File: src/design/cpfsk_queue.sv
module cpfsk_queue #(
    parameter int DATA_W = 7
) (
    input  logic              aclk,
    input  logic              aresetn,
    input  logic              push,
    input  logic [DATA_W-1:0] push_data,
    output logic              full,
    input  logic              pop,
    output logic              valid,
    output logic [DATA_W-1:0] pop_data
);

    logic [DATA_W-1:0] slot_reg [2];
    logic              wr_ptr_reg;
    logic              rd_ptr_reg;
    logic [1:0]        count_reg;

    assign full     = (count_reg == 2'd2);
    assign valid    = (count_reg != 2'd0);
    assign pop_data = slot_reg[rd_ptr_reg];

    always_ff @(posedge aclk) begin
        if (!aresetn) begin
            wr_ptr_reg <= 1'b0;
            rd_ptr_reg <= 1'b0;
            count_reg  <= 2'd0;
        end else begin
            if (push) begin
                wr_ptr_reg <= !wr_ptr_reg;
            end
            if (pop) begin
                rd_ptr_reg <= !rd_ptr_reg;
            end
            if (push && !pop) begin
                count_reg <= count_reg + 2'd1;
            end else if (pop && !push) begin
                count_reg <= count_reg - 2'd1;
            end
        end
    end

    always_ff @(posedge aclk) begin
        if (push) begin
            slot_reg[wr_ptr_reg] <= push_data;
        end
    end

endmodule

File: config.mk
export PLATFORM = sky130hd
export DESIGN_NAME = cpfsk_queue
export DESIGN_NICKNAME = d
export VERILOG_FILES = /design/src/design/cpfsk_queue.sv
export SDC_FILE = /design/constraint.sdc
export NUM_CORES = 1
export LEC_CHECK = 0
export BUFFER_PORTS_ARGS = -buffer_cell sky130_fd_sc_hd__buf_4
export CAP_MARGIN = 25
export CELL_PAD_IN_SITES_DETAIL_PLACEMENT = 0
export CELL_PAD_IN_SITES_GLOBAL_PLACEMENT = 1
export CORE_MARGIN = 10
export CORE_UTILIZATION = 42
export CTS_CLUSTER_DIAMETER = 200
export CTS_CLUSTER_SIZE = 25
export DETAILED_ROUTE_END_ITERATION = 10
export GPL_TIMING_DRIVEN = 1
export PLACE_DENSITY_LB_ADDON = 0.1
export SYNTH_ARGS = -nofsm -noshare
export SYNTH_HDL_FRONTEND = slang
export SYNTH_SLANG_ARGS = --single-unit
export TNS_END_PERCENT = 100
File: constraint.sdc
create_clock -name aclk -period 2.9 [get_ports aclk]
set_input_delay 0.29 -clock aclk [delete_from_list [all_inputs] [get_ports aclk]]
set_output_delay 0.29 -clock aclk [all_outputs]
set_load 0.02 [all_outputs]
==> results_dict.tcl <==
set metrics [dict create \
    yosys-top-cells-count "edfxtp_1 (14), mux2_2 (7), dfxtp_1 (5), and2_1 (4)" \
    p_per_area_nw_per_um2 596 \
    rrSetupSlack_ps 1690 \
    wl_met1_um 471 \
    drive_gt1_share_pct 47.0 \
    grt_pass1_vias 439 \
    regToRegEndpoint "slot_reg[0][1]$_DFFE_PP_" \
    fin_crit_sh_pct 56.3 \
    r2r-start "wr_ptr_reg$_SDFFE_PN0P_" \
    synth_simple_gate_area_share_pct 8.10 \
    grt_max_degree 11 \
    cts_setup_buffers 0 \
    drt_iter0_markers 3 \
    start_util_pct 46.0 \
    antenna_found_initial 0 \
    ys_ff_latch 19 \
    critPathCapture "pop_data[3]" \
    synth_top_family_by_area "multiplexers" \
    timing.final.max_slew_violations 0 \
    crit_fanout 7 \
    yosys.area.top_type_share_pct 57.9 \
    cts_tree "built" \
    synth_nets 56 \
    cts_sinks 19 \
    synthesis.area_um2 726 \
    synth_compound_area_share_pct 2.76 \
    first_pass_iters 3 \
    layout.cells.non_filler 82 \
    root_buffer "clkbuf_4" \
    cts_buffers 3 \
    grtUsageTotal_pct 6.47 \
    routed-wl-met2_um 526 \
    wirelength_um 1110 \
    die_h_um 61.6 \
    final_core_util_pct 57.7 \
    synth_xor_area_share_pct 3.62 \
    rsz0062_at_grt "no" \
    hold_violations 0 \
    maxUsedRoutingLayer "met3" \
    cts_hold_buf 0 \
    areaGrowthSynthToFinish_pct 25.3 \
    critPathCaptureType "primary output" \
    status "finished clean" \
    power_mw 0.542 \
    post-place-ws_ps 1550 \
    dp.cells 78 \
    drc 0 \
    core-area_um2 1580 \
    tns_ps 0 \
    die_w_um 61.6 \
    num_rows 14 \
    ys_seq_area_share_pct 71.7 \
    largest_reg_flops 14 \
    antenna_cells 0 \
    ir_worst_vdd_mv 0.411 \
    via_count 386 \
    critPathLaunchType "flop" \
    yosys-mux-area-fraction_pct 10.9 \
    clk_pin_slew_ps 100 \
    routedWlPerCell_um 13.5 \
    clock_skew_ps 4.36 \
    port_buffers 19 \
    fmax_mhz 613 \
    synth.most_common_cell "edfxtp_1" \
    grt_pass1_wl_um 1800 \
    synth_cell_type_count 16 \
    die-area_um2 3790 \
    synth_adder_area_share_pct 1.72 \
    vias_per_cell 4.71 \
    clock_latency_ps 280 \
    finalCriticalPeriod_ps 1630 \
    slew_headroom_pct 56.1 \
    post_synth.cell_area_avg_um2 16.5 \
    h-tree-depth 1 \
    globalplace.congestion 0.640 \
    netlist_top_cells_area "edfxtp_1 (58%), dfxtp_1 (14%), mux2_2 (11%)" \
    worst_slew_pin_slew_ps 657 \
    min_path_type "primary input to flop" \
    worstPathArrival_ps 1340 \
    maxCapViolations 0 \
    critical_path_class "flop to primary output" \
    ys.warnings.count 0 \
    antenna_left 0 \
    cts_buffer_depth 2 \
    synth.largest_area_cell "edfxtp_1" \
    power.leakage_nw 0.366 \
    async_flop_share_pct 0 \
    route.met3.wl_um 112 \
    final.setup.worst_slack_ps 1270 \
    nets 79 \
    required_ps 2610 \
    io_pins 20 \
    synth_edf_count 14 \
    cts_resized 0 \
    setup_viol 0 \
    synthCells 44 \
    r2r_cells 1 \
    synth_ff_type "edfxtp_1" \
    overflow 0 \
]
-- critical path, cell delays in order, from the launching register on --
cell	delay, ps
dfxtp_1	520
mux2_2	380
buf_4	160
-- how the worst min path moves through the flow --
stage	start	to	slack (ps)	cells past startpoint
detailed placement	push_data[2]	slot_reg[0][2]$_DFFE_PP_	480	1
floorplan	push_data[0]	slot_reg[0][0]$_DFFE_PP_	390	0
global placement	push_data[4]	slot_reg[1][4]$_DFFE_PP_	480	1
global route	push_data[0]	slot_reg[0][0]$_DFFE_PP_	150	1
CTS	push_data[2]	slot_reg[0][2]$_DFFE_PP_	170	1
finish	push_data[2]	slot_reg[0][2]$_DFFE_PP_	180	1
-- per-stage QoR --
step	hold slack, ps	instance area (um^2)
final	180	910
after floorplan	389	726
after detailed placement	477	883
after global routing	155	910
after global placement	476	883
after CTS	172	910
-- power breakdown --
part / switching (mW) / leakage [nW] / internal [mW] / total [mW]
combinational: 0.0442 / 0.178 / 0.0520 / 0.0963
clock: 0.0709 / 0.0150 / 0.0534 / 0.124
sequential: 0.0108 / 0.173 / 0.311 / 0.322
-- layer usage --
| metal | vias to the layer above | track usage [%] |
|---|---|---|
| met1 | 171 | 6.27 |
| met5 | - | 0 |
| li1 | 200 | - |
| met4 | 0 | 1.91 |
| met2 | 15 | 10.8 |
| met3 | 0 | 4.53 |
-- cells by family after synthesis --
group                    Yosys count
flip-flops                        19
AND/OR/NAND/NOR                    9
multiplexers                       7
AO/OA/AOI/OAI                      3
XOR/XNOR                           3
buffers and inverters              2
adder cells (fa/ha/maj)            1
-- cell usage in the layout (no fill, tap or decap) --
cell type,instances
buf_4,19
edfxtp_1,14
mux2_2,7
dfxtp_1,5
and2_1,4
clkbuf_4,3
xor2_1,2
nor2b_1,2
or2_2,1
and2b_2,1
o21a_1,1
o21ai_0,1
or3_1,1
a21boi_1,1
xnor2_1,1
inv_1,1
ha_1,1
clkbuf_1,1
-- final cells by class --
type	count	area, um^2
clock buffers	4	26.3
fillers	129	667
multi-input cells	23	196
repair buffers	19	143
inverters	1	3.75
flip-flops and latches	19	520
well taps	16	20.0
Power figures use the tool's default switching activity.
