File: src/design/cpfsk_pkg.sv
package cpfsk_pkg;

    // phase accumulator and quarter-wave table geometry
    localparam int PHASE_BITS = 16;
    localparam int TBL_AW     = PHASE_BITS - 2;
    localparam int TBL_DEPTH  = 1 << TBL_AW;
    localparam int MAG_W      = 15;

    // configuration port
    localparam int CFG_IDX_W  = 2;
    localparam int CFG_DATA_W = 15;
    localparam int FSTEP_W    = 15;
    localparam int AMP_W      = 15;
    localparam int SPS_CFG_W  = 7;

    localparam logic [FSTEP_W-1:0]   FREQ_STEP_RST = 15'd2048;
    localparam logic [AMP_W-1:0]     AMPLITUDE_RST = 15'd32767;
    localparam logic [SPS_CFG_W-1:0] SPS_RST       = 7'd8;

    typedef enum logic [CFG_IDX_W-1:0] {
        CFG_FREQ_STEP = 2'd0,
        CFG_AMPLITUDE = 2'd1,
        CFG_SPS       = 2'd2
    } cfg_idx_t;

    // symbol byte that moves the phase up
    localparam logic [7:0] SYM_UP = 8'd1;

    // q62 fixed point constants for the table generator
    localparam logic [63:0]  Q62_ONE     = 64'h4000_0000_0000_0000;
    localparam logic [63:0]  Q62_HALF_PI = 64'h6487_ED51_10B4_611A;
    localparam logic [127:0] ROT_X  = {64'b0, (Q62_HALF_PI >> TBL_AW)};
    localparam logic [127:0] ROT_X2 = (ROT_X * ROT_X) >> 62;
    localparam logic [127:0] ROT_X3 = (ROT_X2 * ROT_X) >> 62;
    localparam logic [127:0] ROT_X4 = (ROT_X2 * ROT_X2) >> 62;
    localparam logic [127:0] ROT_X5 = (ROT_X4 * ROT_X) >> 62;
    localparam logic [127:0] ROT_COS_W = {64'b0, Q62_ONE} - ROT_X2 / 2 + ROT_X4 / 24;
    localparam logic [127:0] ROT_SIN_W = ROT_X - ROT_X3 / 6 + ROT_X5 / 120;
    // cos and sin of one table step, q62
    localparam logic [63:0]  ROT_COS = ROT_COS_W[63:0];
    localparam logic [63:0]  ROT_SIN = ROT_SIN_W[63:0];

    typedef enum logic [1:0] {
        QUAD_I   = 2'd0,
        QUAD_II  = 2'd1,
        QUAD_III = 2'd2,
        QUAD_IV  = 2'd3
    } quad_t;

    // partial product groups of one rotation step
    typedef enum logic [1:0] {
        T_CC = 2'd0,
        T_SS = 2'd1,
        T_SC = 2'd2,
        T_CS = 2'd3
    } mac_term_t;

    typedef enum logic {
        FILL_RUN  = 1'b0,
        FILL_DONE = 1'b1
    } fill_state_t;

    typedef enum logic {
        BK_IDLE = 1'b0,
        BK_RUN  = 1'b1
    } back_state_t;

    typedef struct packed {
        logic              we;
        logic [TBL_AW-1:0] addr;
        logic [MAG_W-1:0]  cos_mag;
        logic [MAG_W-1:0]  sin_mag;
    } tbl_wr_t;

endpackage

File: src/design/cpfsk_front.sv
module cpfsk_front #(
    parameter int  MAX_SPS = 64,
    localparam int SPS_W   = (MAX_SPS > 1) ? $clog2(MAX_SPS) : 1
) (
    input  logic                             s_tvalid,
    output logic                             s_tready,
    input  logic [7:0]                       s_tdata,   // symbol
    input  logic [cpfsk_pkg::SPS_CFG_W-1:0]  sps_cfg,
    input  logic                             fill_done,
    input  logic                             q_full,
    output logic                             push,
    output logic [SPS_W:0]                   push_data  // {up, sps_m1}
);
    import cpfsk_pkg::*;

    logic [8:0]       sps_ext;
    logic [8:0]       sps_clamp;
    logic [8:0]       sps_m1_full;
    logic             up;

    assign s_tready = fill_done && !q_full;
    assign push     = s_tvalid && s_tready;
    assign up       = (s_tdata == SYM_UP);

    // zero means one, above the cap saturates
    always_comb begin
        sps_ext = 9'(sps_cfg);
        if (sps_ext == 9'd0) begin
            sps_clamp = 9'd1;
        end else if (sps_ext > 9'(MAX_SPS)) begin
            sps_clamp = 9'(MAX_SPS);
        end else begin
            sps_clamp = sps_ext;
        end
        sps_m1_full = sps_clamp - 9'd1;
    end

    assign push_data = {up, sps_m1_full[SPS_W-1:0]};

endmodule

File: config.mk
export PLATFORM = sky130hd
export DESIGN_NAME = cpfsk_front
export DESIGN_NICKNAME = d
export VERILOG_FILES = /design/src/design/cpfsk_pkg.sv /design/src/design/cpfsk_front.sv
export SDC_FILE = /design/constraint.sdc
export NUM_CORES = 1
export LEC_CHECK = 0
export CAP_MARGIN = 20
export CORE_AREA = 2 2 39 41
export DETAILED_ROUTE_END_ITERATION = 10
export DIE_AREA = 0 0 41 43
export DONT_BUFFER_PORTS = 1
export SYNTH_ARGS = -nofsm -noshare
export SYNTH_HDL_FRONTEND = slang
export SYNTH_SLANG_ARGS = --single-unit
File: constraint.sdc
create_clock -name vclk -period 3.1
set_clock_uncertainty 0.2 [all_clocks]
set_input_delay 0.31 -clock vclk [all_inputs]
set_output_delay 0.31 -clock vclk [all_outputs]
set_load 0.01 [all_outputs]
==> impl_metrics.py <==
metrics = {
    "power": {
        "p_int_w": 0.0000100,
        "p_sw_w": 0.0000112,
        "power_frac_clock": 0,
        "pwr-share-comb": 1.000,
        "swShare": 0.528,
        "p_leak_nw": 0.0681,
        "p_seq_frac": 0,
        "max-vdd-ir-drop_mv": 0.0116,
        "power_density_mw_per_mm2": 111,
    },
    "setup_path": {
        "critPathLaunchType": "input pin",
        "path_class": "input pin to primary output",
        "critical_path.max_fanout": 4,
        "cp.arrival_ns": 1.93,
        "crit_required_ns": 2.59,
        "cp-end-kind": "primary output",
    },
    "synth": {
        "netlist_instances": 25,
        "yosys.area.top_type": "nand2b_1",
        "syn_area_um2": 179,
        "synth_commonest_cells": "nand2b_1 (3), nor2_1 (3), nor4_1 (2), o21bai_1 (2)",
        "ys_seq_area_frac": 0,
        "syn_area_per_cell_um2": 7.16,
        "syn_nets": 44,
        "post_synth_num_cell_types": 19,
        "synth_top_area_frac": 0.105,
        "synth_area_leaders": "nand2b_1 (10%), o21bai_1 (8.4%), ha_1 (7.0%)",
        "yosysWarnings": 0,
    },
    "min_path": {
        "holdPathEnd": "s_tready",
        "min_path_cells": 1,
        "min-delay-start": "q_full",
        "min_path_type": "input pin to primary output",
    },
    "clock_tree": {
        "cts_setup_buffers": 0,
        "hold_buffers": 0,
        "cts_resized": 0,
    },
    "floorplanning": {
        "ios": 27,
        "rows": 14,
        "die_area_mm2": 0.00176,
        "die_height_um": 43,
        "core_area_mm2": 0.00138,
        "start_util": 0.129,
        "die_x_um": 41,
    },
    "grt": {
        "grt_pass1_wl_um": 503,
        "grt_use_met3": 0,
        "antenna_found_initial": 0,
        "grt_util_met2": 0.103,
        "grt_pass1_vias": 151,
        "grt-ovfl-total": 0,
        "use_met1": 0.0190,
        "grt_start_max_net_pins": 8,
        "track_usage": 0.0390,
        "grt-busiest-layer": "met2",
    },
    "sta": {
        "period_needed_ns": 2.44,
        "setup_ws_ns": 0.657,
        "finalHoldViolCount": 0,
        "setup_viol": 0,
        "fin_tns_setup_ns": 0,
        "finalCritPeriodShare": 0.788,
        "rsz0062_at_grt": "no",
        "relSlewSlack": 0.748,
        "fmax_mhz": 409,
        "finalMaxSlewViolations": 0,
        "worst_slew_pin_slew_ns": 0.378,
    },
    "placed_design": {
        "port_buffers": 0,
        "pre_cts_ws_ns": 0.634,
        "gp_congestion": 0.418,
        "hpwl_um": 422,
    },
    "detailed_routing": {
        "vias": 196,
        "drtIter0Drc": 1,
        "drcViolationCount": 0,
        "ant_nets": 0,
        "drt-total-wl_um": 432,
        "drt-pass1-iter-count": 2,
        "routedWlPerCell_um": 10.8,
        "via_per_inst": 4.90,
    },
    "finish": {
        "drive_gt1_frac": 0.125,
        "area_growth_pct": 6.99,
        "design.seq.count": 0,
        "antenna_cells": 0,
        "nClkBuffers": 0,
        "fin_util": 0.138,
        "fin_nets": 45,
        "regArea_um2": 0,
    },
    "job": {
        "maxCapViolCount": 0,
    },
    "outcome": {
        "status": "completed",
    },
}
==> cells in the final DEF, fill, tap and decap left out, types with 2 or more instances in the layout <==
master / netlist / final
o21bai_1: 2 / 2
nor4_1: 2 / 2
nand2b_1: 3 / 3
nor2_1: 3 / 3
==> cell type report <==
cell class	instances	area [um2]
fillers	162	1190
multi-input cells	23	168
well taps	16	20.0
inverters	1	3.75
==> metal layers <==
metal	share of wire	up-vias
li1	-	91
met1	0.27	85
met2	0.55	20
met3	0.17	0
met4	0	0
met5	0	-
==> critical path, cell delays in order <==
cell and delay, ns:
or4_4 0.52, nor2_1 0.10, o21bai_1 0.15, ha_1 0.29
and2b_2 0.20, a221o_1 0.36
==> per-stage QoR <==
step,std cells,instance area [um2],power [W],hold slack (ns)
after floorplan,25,179,0.0000195,0.471
after global placement,40,191,0.0000218,0.475
after detailed placement,40,191,0.0000218,0.475
after CTS,40,191,0.0000219,0.475
after global routing,40,191,0.0000241,0.483
final,40,191,0.0000212,0.474
==> power groups by stage <==
stage	clock, W	combinational, W	sequential, W
floorplan	0	0.0000195	0
global placement	0	0.0000218	0
detailed placement	0	0.0000218	0
CTS	0	0.0000219	0
global route	0	0.0000241	0
finish	0	0.0000212	0
==> cell families after synthesis <==
group	share of synthesized area
simple gates	0.553
compound gates	0.266
buf+inv	0.0629
xor+xnor	0.0490
fa+ha+maj	0.0699
==> worst max-delay path by stage <==
stage / startpoint / endpoint / cells after the start
after floorplan: sps_cfg[4] / push_data[4] / 6
after global placement: sps_cfg[4] / push_data[4] / 6
after detailed placement: sps_cfg[4] / push_data[4] / 6
after CTS: sps_cfg[4] / push_data[4] / 6
after global routing: sps_cfg[4] / push_data[4] / 6
final: sps_cfg[4] / push_data[4] / 6
(Power assumes the default switching activity.)
